===== config.mk =====
export PLATFORM = sky130hd
export DESIGN_NAME = mpsm_emit
export DESIGN_NICKNAME = d
export VERILOG_FILES = /design/src/hdl/mpsm_pkg.sv /design/src/hdl/mpsm_emit.sv
export SDC_FILE = /design/constraint.sdc
export NUM_CORES = 1
export LEC_CHECK = 0
export BUFFER_PORTS_ARGS = -buffer_cell sky130_fd_sc_hd__buf_4
export CAP_MARGIN = 20
export CORE_MARGIN = 8
export CORE_UTILIZATION = 55
export CTS_CLUSTER_SIZE = 12
export DETAILED_ROUTE_END_ITERATION = 12
export PLACE_DENSITY_LB_ADDON = 0.08
export REMOVE_ABC_BUFFERS = 1
export SYNTH_ARGS = -nofsm -noshare
export SYNTH_HDL_FRONTEND = slang
export SYNTH_SLANG_ARGS = --single-unit

===== constraint.sdc =====
create_clock -name clk -period 6 [get_ports clk]
set_input_delay 0.3 -clock clk [delete_from_list [all_inputs] [get_ports clk]]
set_output_delay 0.3 -clock clk [all_outputs]
set_load 0.1 [all_outputs]

===== src/hdl/mpsm_pkg.sv =====
// shared types, constants and helper functions for the multi-pattern string matcher
package mpsm_pkg;

    localparam int MAX_NODES     = 256;
    localparam int ALPHABET_SIZE = 26;
    localparam int MAX_PATTERNS  = 16;

    localparam int NODE_W   = $clog2(MAX_NODES);
    localparam int CNT_W    = NODE_W + 1;
    localparam int LETTER_W = 5;
    localparam int PAT_W    = $clog2(MAX_PATTERNS);
    localparam int PCNT_W   = PAT_W + 1;
    localparam int GOTO_DEPTH = MAX_NODES * ALPHABET_SIZE;
    localparam int GOTO_AW  = $clog2(GOTO_DEPTH);
    localparam int POS_W    = 32;

    localparam logic [1:0] ACT_LOAD   = 2'd0;
    localparam logic [1:0] ACT_FINISH = 2'd1;
    localparam logic [1:0] ACT_TEXT   = 2'd2;

    localparam logic [1:0] STATUS_OK    = 2'd0;
    localparam logic [1:0] STATUS_FULL  = 2'd1;
    localparam logic [1:0] STATUS_PHASE = 2'd2;

    typedef struct packed {
        logic [1:0]          action;
        logic [LETTER_W-1:0] letter;
        logic                end_of_pattern;
    } item_t;

    typedef struct packed {
        logic             match;
        logic [PAT_W-1:0] pattern_index;
        logic [POS_W-1:0] start_position;
        logic             last;
        logic [1:0]       status;
    } result_t;

    typedef struct packed {
        logic                    valid;
        logic [MAX_PATTERNS-1:0] mask;
        logic [POS_W-1:0]        position;
        logic [1:0]              status;
    } job_t;

    typedef struct packed {
        logic             we;
        logic [PAT_W-1:0] idx;
        logic [CNT_W-1:0] len;
    } plen_wr_t;

    typedef enum logic [4:0] {
        ST_CLEAR,
        ST_IDLE,
        ST_DECODE,
        ST_LOAD_CHK,
        ST_MASK_WR,
        ST_R_RD,
        ST_R_CHK,
        ST_B_POP,
        ST_B_NODE,
        ST_B_FLN,
        ST_B_CRD,
        ST_B_CCHK,
        ST_B_FRD,
        ST_B_FCHK,
        ST_B_FLW,
        ST_B_M1,
        ST_B_M2,
        ST_S_CHK,
        ST_S_FL,
        ST_S_MASK,
        ST_JOB
    } state_t;

    // flat goto address: node row times alphabet plus letter
    function automatic logic [GOTO_AW-1:0] goto_addr(input logic [NODE_W-1:0] node,
                                                     input logic [LETTER_W-1:0] letter);
        goto_addr = GOTO_AW'(node) * GOTO_AW'(ALPHABET_SIZE) + GOTO_AW'(letter);
    endfunction

    // index of the lowest set bit, zero for an empty mask
    function automatic logic [PAT_W-1:0] lowest_bit(input logic [MAX_PATTERNS-1:0] mask);
        logic [PAT_W-1:0] idx;
        idx = '0;
        for (int i = MAX_PATTERNS - 1; i >= 0; i--)
        begin
            if (mask[i])
            begin
                idx = PAT_W'(i);
            end
        end
        lowest_bit = idx;
    endfunction

endpackage


===== src/hdl/mpsm_emit.sv =====
// result emitter: walks a match mask and sends one result per set bit, or one no-match result for an empty mask
module mpsm_emit (
    input  logic               clk,
    input  logic               rst_n,
    input  mpsm_pkg::job_t     job,
    output logic               job_ready,
    input  mpsm_pkg::plen_wr_t plen_wr,
    output mpsm_pkg::result_t  result,
    output logic               result_valid,
    input  logic               result_stall
);

    logic                              busy_reg;
    logic [mpsm_pkg::MAX_PATTERNS-1:0] mask_reg;
    logic [mpsm_pkg::POS_W-1:0]        pos_reg;
    logic [1:0]                        status_reg;
    logic [mpsm_pkg::CNT_W-1:0]        plen_reg [mpsm_pkg::MAX_PATTERNS];
    logic                              out_valid_reg;
    mpsm_pkg::result_t                 out_reg;

    logic                              advance;
    logic [mpsm_pkg::PAT_W-1:0]        pick;
    logic [mpsm_pkg::MAX_PATTERNS-1:0] rest;
    mpsm_pkg::result_t                 res_next;

    assign job_ready    = !busy_reg;
    assign result_valid = out_valid_reg;
    assign result       = out_reg;
    assign advance      = busy_reg && (!out_valid_reg || !result_stall);

    always_comb
    begin
        pick = mpsm_pkg::lowest_bit(mask_reg);
        rest = mask_reg & ~(mpsm_pkg::MAX_PATTERNS'(1) << pick);
        res_next.status = status_reg;
        if (mask_reg == '0)
        begin
            res_next.match          = 1'b0;
            res_next.pattern_index  = '0;
            res_next.start_position = '0;
            res_next.last           = 1'b1;
        end
        else
        begin
            res_next.match          = 1'b1;
            res_next.pattern_index  = pick;
            res_next.start_position = pos_reg - mpsm_pkg::POS_W'(plen_reg[pick])
                                      + mpsm_pkg::POS_W'(1);
            res_next.last           = (rest == '0);
        end
    end

    always_ff @(posedge clk)
    begin
        if (plen_wr.we)
        begin
            plen_reg[plen_wr.idx] <= plen_wr.len;
        end
    end

    always_ff @(posedge clk or negedge rst_n)
    begin
        if (!rst_n)
        begin
            busy_reg      <= 1'b0;
            mask_reg      <= '0;
            pos_reg       <= '0;
            status_reg    <= mpsm_pkg::STATUS_OK;
            out_valid_reg <= 1'b0;
            out_reg       <= '0;
        end
        else
        begin
            if (job.valid && !busy_reg)
            begin
                busy_reg   <= 1'b1;
                mask_reg   <= job.mask;
                pos_reg    <= job.position;
                status_reg <= job.status;
            end
            if (advance)
            begin
                out_reg       <= res_next;
                out_valid_reg <= 1'b1;
                mask_reg      <= rest;
                busy_reg      <= (mask_reg != '0) && (rest != '0);
            end
            else if (out_valid_reg && !result_stall)
            begin
                out_valid_reg <= 1'b0;
            end
        end
    end

endmodule


### Word level (Yosys, flattened, before mapping)

Memory sizes are Yosys's and may differ from the RTL's.
Index checks and enable logic that the tools add are counted.

* bits in registers: 92
* RAM bits: 144
* input port bits: 68
* output and inout port bits: 42
* word-level logic and storage cells: 55
* memories kept: 1

* add/sub/neg operators: 2
* shifts and indexed selects: 1
* multiplexer cells: 25
* bitwise operators: 2
* reduce and logical (&&, ||, !) cells: 14

Memory list
* plen_reg: depth 16, bits a word 9, rd ports 1, clocked after Yosys merged registers in 0, write ports 1, line mpsm_emit.sv:17 `logic [mpsm_pkg::CNT_W-1:0] plen_reg [mpsm_pkg::MAX_PATTERNS];`

Operators by type and width (number)
* two-way mux 4 bit: 16
* two-way mux 38 bit: 1
* adder 32 x 1 -> 32 bit (second input constant): 1
* zero test 16 bit: 2
* two-way mux 16 bit: 2
* nonzero test 16 bit: 2
* subtractor 32 x 9 -> 32 bit: 1
* AND 16 bit: 1
* NOT 16 bit: 1
* << shifter 1 x 4 -> 16 bit (first input constant): 1
* two-way mux 1 bit: 6
* logical AND 1 bit: 4
* nonzero test 2 bit: 2
* zero test 1 bit: 3
* logical OR 1 bit: 1

### Logic depth before layout (Yosys ltp)

* word-level depth: 22
* mapped depth: 23

### Least setup slack after synthesis

Ideal clock, no wire load.

* kind: reg-to-reg
* from: reg mask_reg[14] in the netlist's numbering
* to: reg out_reg, in the netlist result[26]
* library setup time: 0.126 ns
* data arrival time: 4.794 ns
* slack: 1.080 ns
* stages on the path, launching flop included: 24
* path buffers: 2
* cell sequence: dfrtp_1 -> nand2b_1 -> a221o_1 -> a211oi_4 -> a22oi_4 -> or2_1 -> buf_6 -> buf_6 -> o221a_2 -> a221oi_1 -> a31oi_1 -> ha_1 -> inv_1 -> ha_1 -> inv_1 -> fa_1 -> nor2b_1 -> o2111ai_1 -> and3_1 -> nor2_1 -> a31o_2 -> a31oi_1 -> o2111a_1 -> a221o_1

* cells in the longest elaborated chain, start to end: 19

RTL lines
* start, declared: line mpsm_emit.sv:14 `logic [mpsm_pkg::MAX_PATTERNS-1:0] mask_reg;`
* start signal, assigned: line mpsm_emit.sv:77 `mask_reg <= job.mask;`
* start signal, assigned: line mpsm_emit.sv:85 `mask_reg <= rest;`
* two-way mux 4 bit (15 in series): line mpsm_pkg.sv:88 `if (mask[i])`
* memory read (16 x 9 bit)
* subtractor 32 x 9 -> 32 bit: line mpsm_emit.sv:47 `res_next.start_position = pos_reg - mpsm_pkg::POS_W'(plen_reg[pick])`
* adder 32 x 1 -> 32 bit: line mpsm_emit.sv:48 `+ mpsm_pkg::POS_W'(1);`
* two-way mux 38 bit *: line mpsm_emit.sv:36 `if (mask_reg == '0)`
* end signal, assigned: line mpsm_emit.sv:83 `out_reg <= res_next;`
* end, declared: line mpsm_emit.sv:19 `mpsm_pkg::result_t out_reg;`

Every way passes the cells marked *; elsewhere a longest branch is shown, timed or not.
A chain may end at the register's enable or synchronous reset.

### Worst setup path after layout

* from: reg mask_reg[14] in the netlist's numbering
* to: reg out_reg, in the netlist result[23]

Same word-level chain as after synthesis.

==> results.cfg <==
[sta]
worst_pin_slew_ns = 1.06
slew_headroom_pct = 28.8
slew_viol_final = 0
setup_tns_ns = 0
period_minus_slack_ns = 5.52
skew_ns = 0.0257
finalCritPeriodShare_pct = 92.0
rsz0062_at_grt = false
max_freq_mhz = 181
hold_viol = 0
setup_viol = 0

[worst_setup_path]
arrival_ns = 5.98
critical_path.endpoint_type = flip-flop
path_class = flip-flop to flip-flop
cp-start-kind = flip-flop
cp_max_fo = 16
required_ns = 6.47

[final_layout]
drive_above_1_share_pct = 19.6
syn_to_final_growth_pct = 22.6
n_antenna_cell = 0
final-seq-area_um2 = 6630
largest_reg_flops = 144
nets = 1258
layout_common_cells = edfxtp_1 (144), buf_4 (136), nand2_1 (127), dfrtp_1 (92), o21ai_0 (79)
multi_input_area_um2 = 4280
final_area_um2 = 13900
layout_commonest_cell = edfxtp_1
fillers = 1518

[drt]
drtIter0Drc = 647
wl_per_cell_um = 19.7
ant_nets = 0
viasPerCell = 5.93
drc_errors = 0
vias = 8532
wl_mm = 28.4
dr.pass1.iters = 5

[global_routing]
grt.overflow.total = 0
grt_pass1_vias = 8410
grt_start_max_net_pins = 75
grt_pass1_wl_mm = 45.7
grt.total_usage_pct = 22.1
antenna_found_initial = 0

[status]
status = finished, final reports clean

[clock_network]
h-tree-depth = 1
cts_buffers = 26
clockBufferDepth = 3
cts_sinks = 236
clkTransAtPathRegs_ns = 0.06
cts_root_buf = clkbuf_16
cts_setup_buffers = 0
insertion_delay_ns = 0.55
cts_tree = done

[logic_synthesis]
async_reset_ff_share_pct = 39.0
synth-xor-area-share_pct = 1.47
synth_mux_area_share_pct = 2.81
syn_area_um2 = 11300
synth-edff-count = 144
synth_simple_gate_area_share_pct = 11.2
ys_ff_latch = 236
syn_avg_cell_area_um2 = 11.6
ys_types = 70
synth_top_family_by_area = compound AO/OA/AOI/OAI gates
synthAdderAreaFrac_pct = 4.50
synthFlopType = edfxtp_1
syn_inst = 977
ys_seq_area_share_pct = 58.6
ys.warnings.count = 0
synth_compound_area_share_pct = 17.7

[place]
dp_hpwl_mm = 19.0
portBuffers = 109
gp_congestion = 0.955
postPlaceCellArea_um2 = 12500

[flow_run]
maxCapViolations = 0

[floorplan]
start_util_pct = 56.0
row_count = 52
die_x_um = 159
die_area_um2 = 25400
pin_count = 110
design.core.area_um2 = 20200
fp.dieH_um = 159

[worst_hold_path]
hp-class = input pin to flip-flop
[path summary, 6_finish.rpt]
kind,start,end,slack [ns],depth (start not counted)
worst min register to register,result[39],result[39],0.47,2
worst min-delay path,job[26],pos_reg[24],0.008,3
max in group asynchronous,rst_n,result[36],4.59,3
worst max register to register,mask_reg[14],result[23],0.48,19
min in group asynchronous,rst_n,result[13],0.23,2
worst max-delay path,mask_reg[14],result[23],0.48,19
[what timing repair did]
action / in CTS / in global routing
resized for setup: 0 / 1
endpoints found under the hold margin: 75 / 0
hold buffers: 47 / 0
endpoints found under the setup margin: 0 / 2
[synthesized netlist by cell type, drive strengths merged, types with 4 or more instances]
cell / number / area share [%]
a22o: 18 / 1.4
ha: 39 / 4.3
nor2: 51 / 1.8
o31ai: 11 / 0.73
a21o: 15 / 1.0
nand2b: 9 / 0.50
xnor2: 8 / 0.62
a21oi: 32 / 1.4
o2111ai: 5 / 0.39
o21ai: 82 / 3.7
dfrtp: 92 / 20
edfxtp: 144 / 38
o211ai: 12 / 0.80
a221o: 9 / 0.80
nand2: 128 / 4.3
and3: 11 / 0.61
xor2: 11 / 0.85
a22oi: 4 / 0.39
a221oi: 16 / 1.2
mux2: 22 / 2.2
inv: 54 / 1.8
mux2i: 7 / 0.62
o221a: 8 / 0.80
buf: 13 / 0.84
nand3b: 6 / 0.40
a31oi: 11 / 0.61
clkbuf: 31 / 1.0
a211oi: 7 / 0.58
or3: 5 / 0.28
nand3: 26 / 1.2
o22ai: 4 / 0.22
nor2b: 4 / 0.22
nor3: 12 / 0.53
nand4: 4 / 0.28
o221ai: 7 / 0.54
o21a: 12 / 0.81
[per-stage QoR]
step                setup WS (ns)  util (%)  hold WS [ns]  cells
floorplan                   0.928         -       0.00441    933
detailed placement          0.488      61.9         0.252   1341
global placement            0.529      61.8         0.245   1339
CTS                         0.480      68.4       0.00102   1436
global route              0.00518      68.7       0.00607   1440
finish                      0.482      68.7       0.00831   1440
[cell type report]
class	count	area share (%)
sequential	236	47.8
multi-input combinational	643	30.9
tap	270	2.44
timing repair buffer	189	11.3
clock buffer	42	5.64
inverter	54	1.46
clock inverter	6	0.443
[kinds of logic after synthesis]
group / Yosys count
and+or+nand+nor: 275
AOI/OAI and AO/OA: 280
buffers and inverters: 98
muxes: 29
DFF: 236
adders and majority gates: 40
xor gates and xnor gates: 19
[layer usage]
metal | up-vias | global-route usage (%) | share of wire [%]
met5 | - | 0 | 0
met3 | 44 | 3.93 | 7.0
met1 | 4106 | 29.9 | 44
li1 | 4029 | - | -
met2 | 353 | 35.6 | 47
met4 | 0 | 7.55 | 2.4
[worst max-delay path: stages, from the launching register on]
cell and delay [ns]:
dfrtp_1 0.43, nand2b_1 0.16, a221o_1 0.33, a211oi_4 0.43, o21a_2 0.52, mux2i_1 0.27, a221o_1 0.19, o22ai_1 0.09
o31ai_1 0.32, buf_4 0.18, ha_1 0.22, ha_1 0.35, a211oi_1 0.25, inv_1 0.07, o211ai_1 0.31, o21ai_0 0.22
a21o_1 0.23, a2111oi_0 0.55, o2111ai_1 0.21, nand3_1 0.11
Power is left out: the tool's default activity adds up to more than one toggle a clock period on the data nets, which glitch-free logic cannot reach.
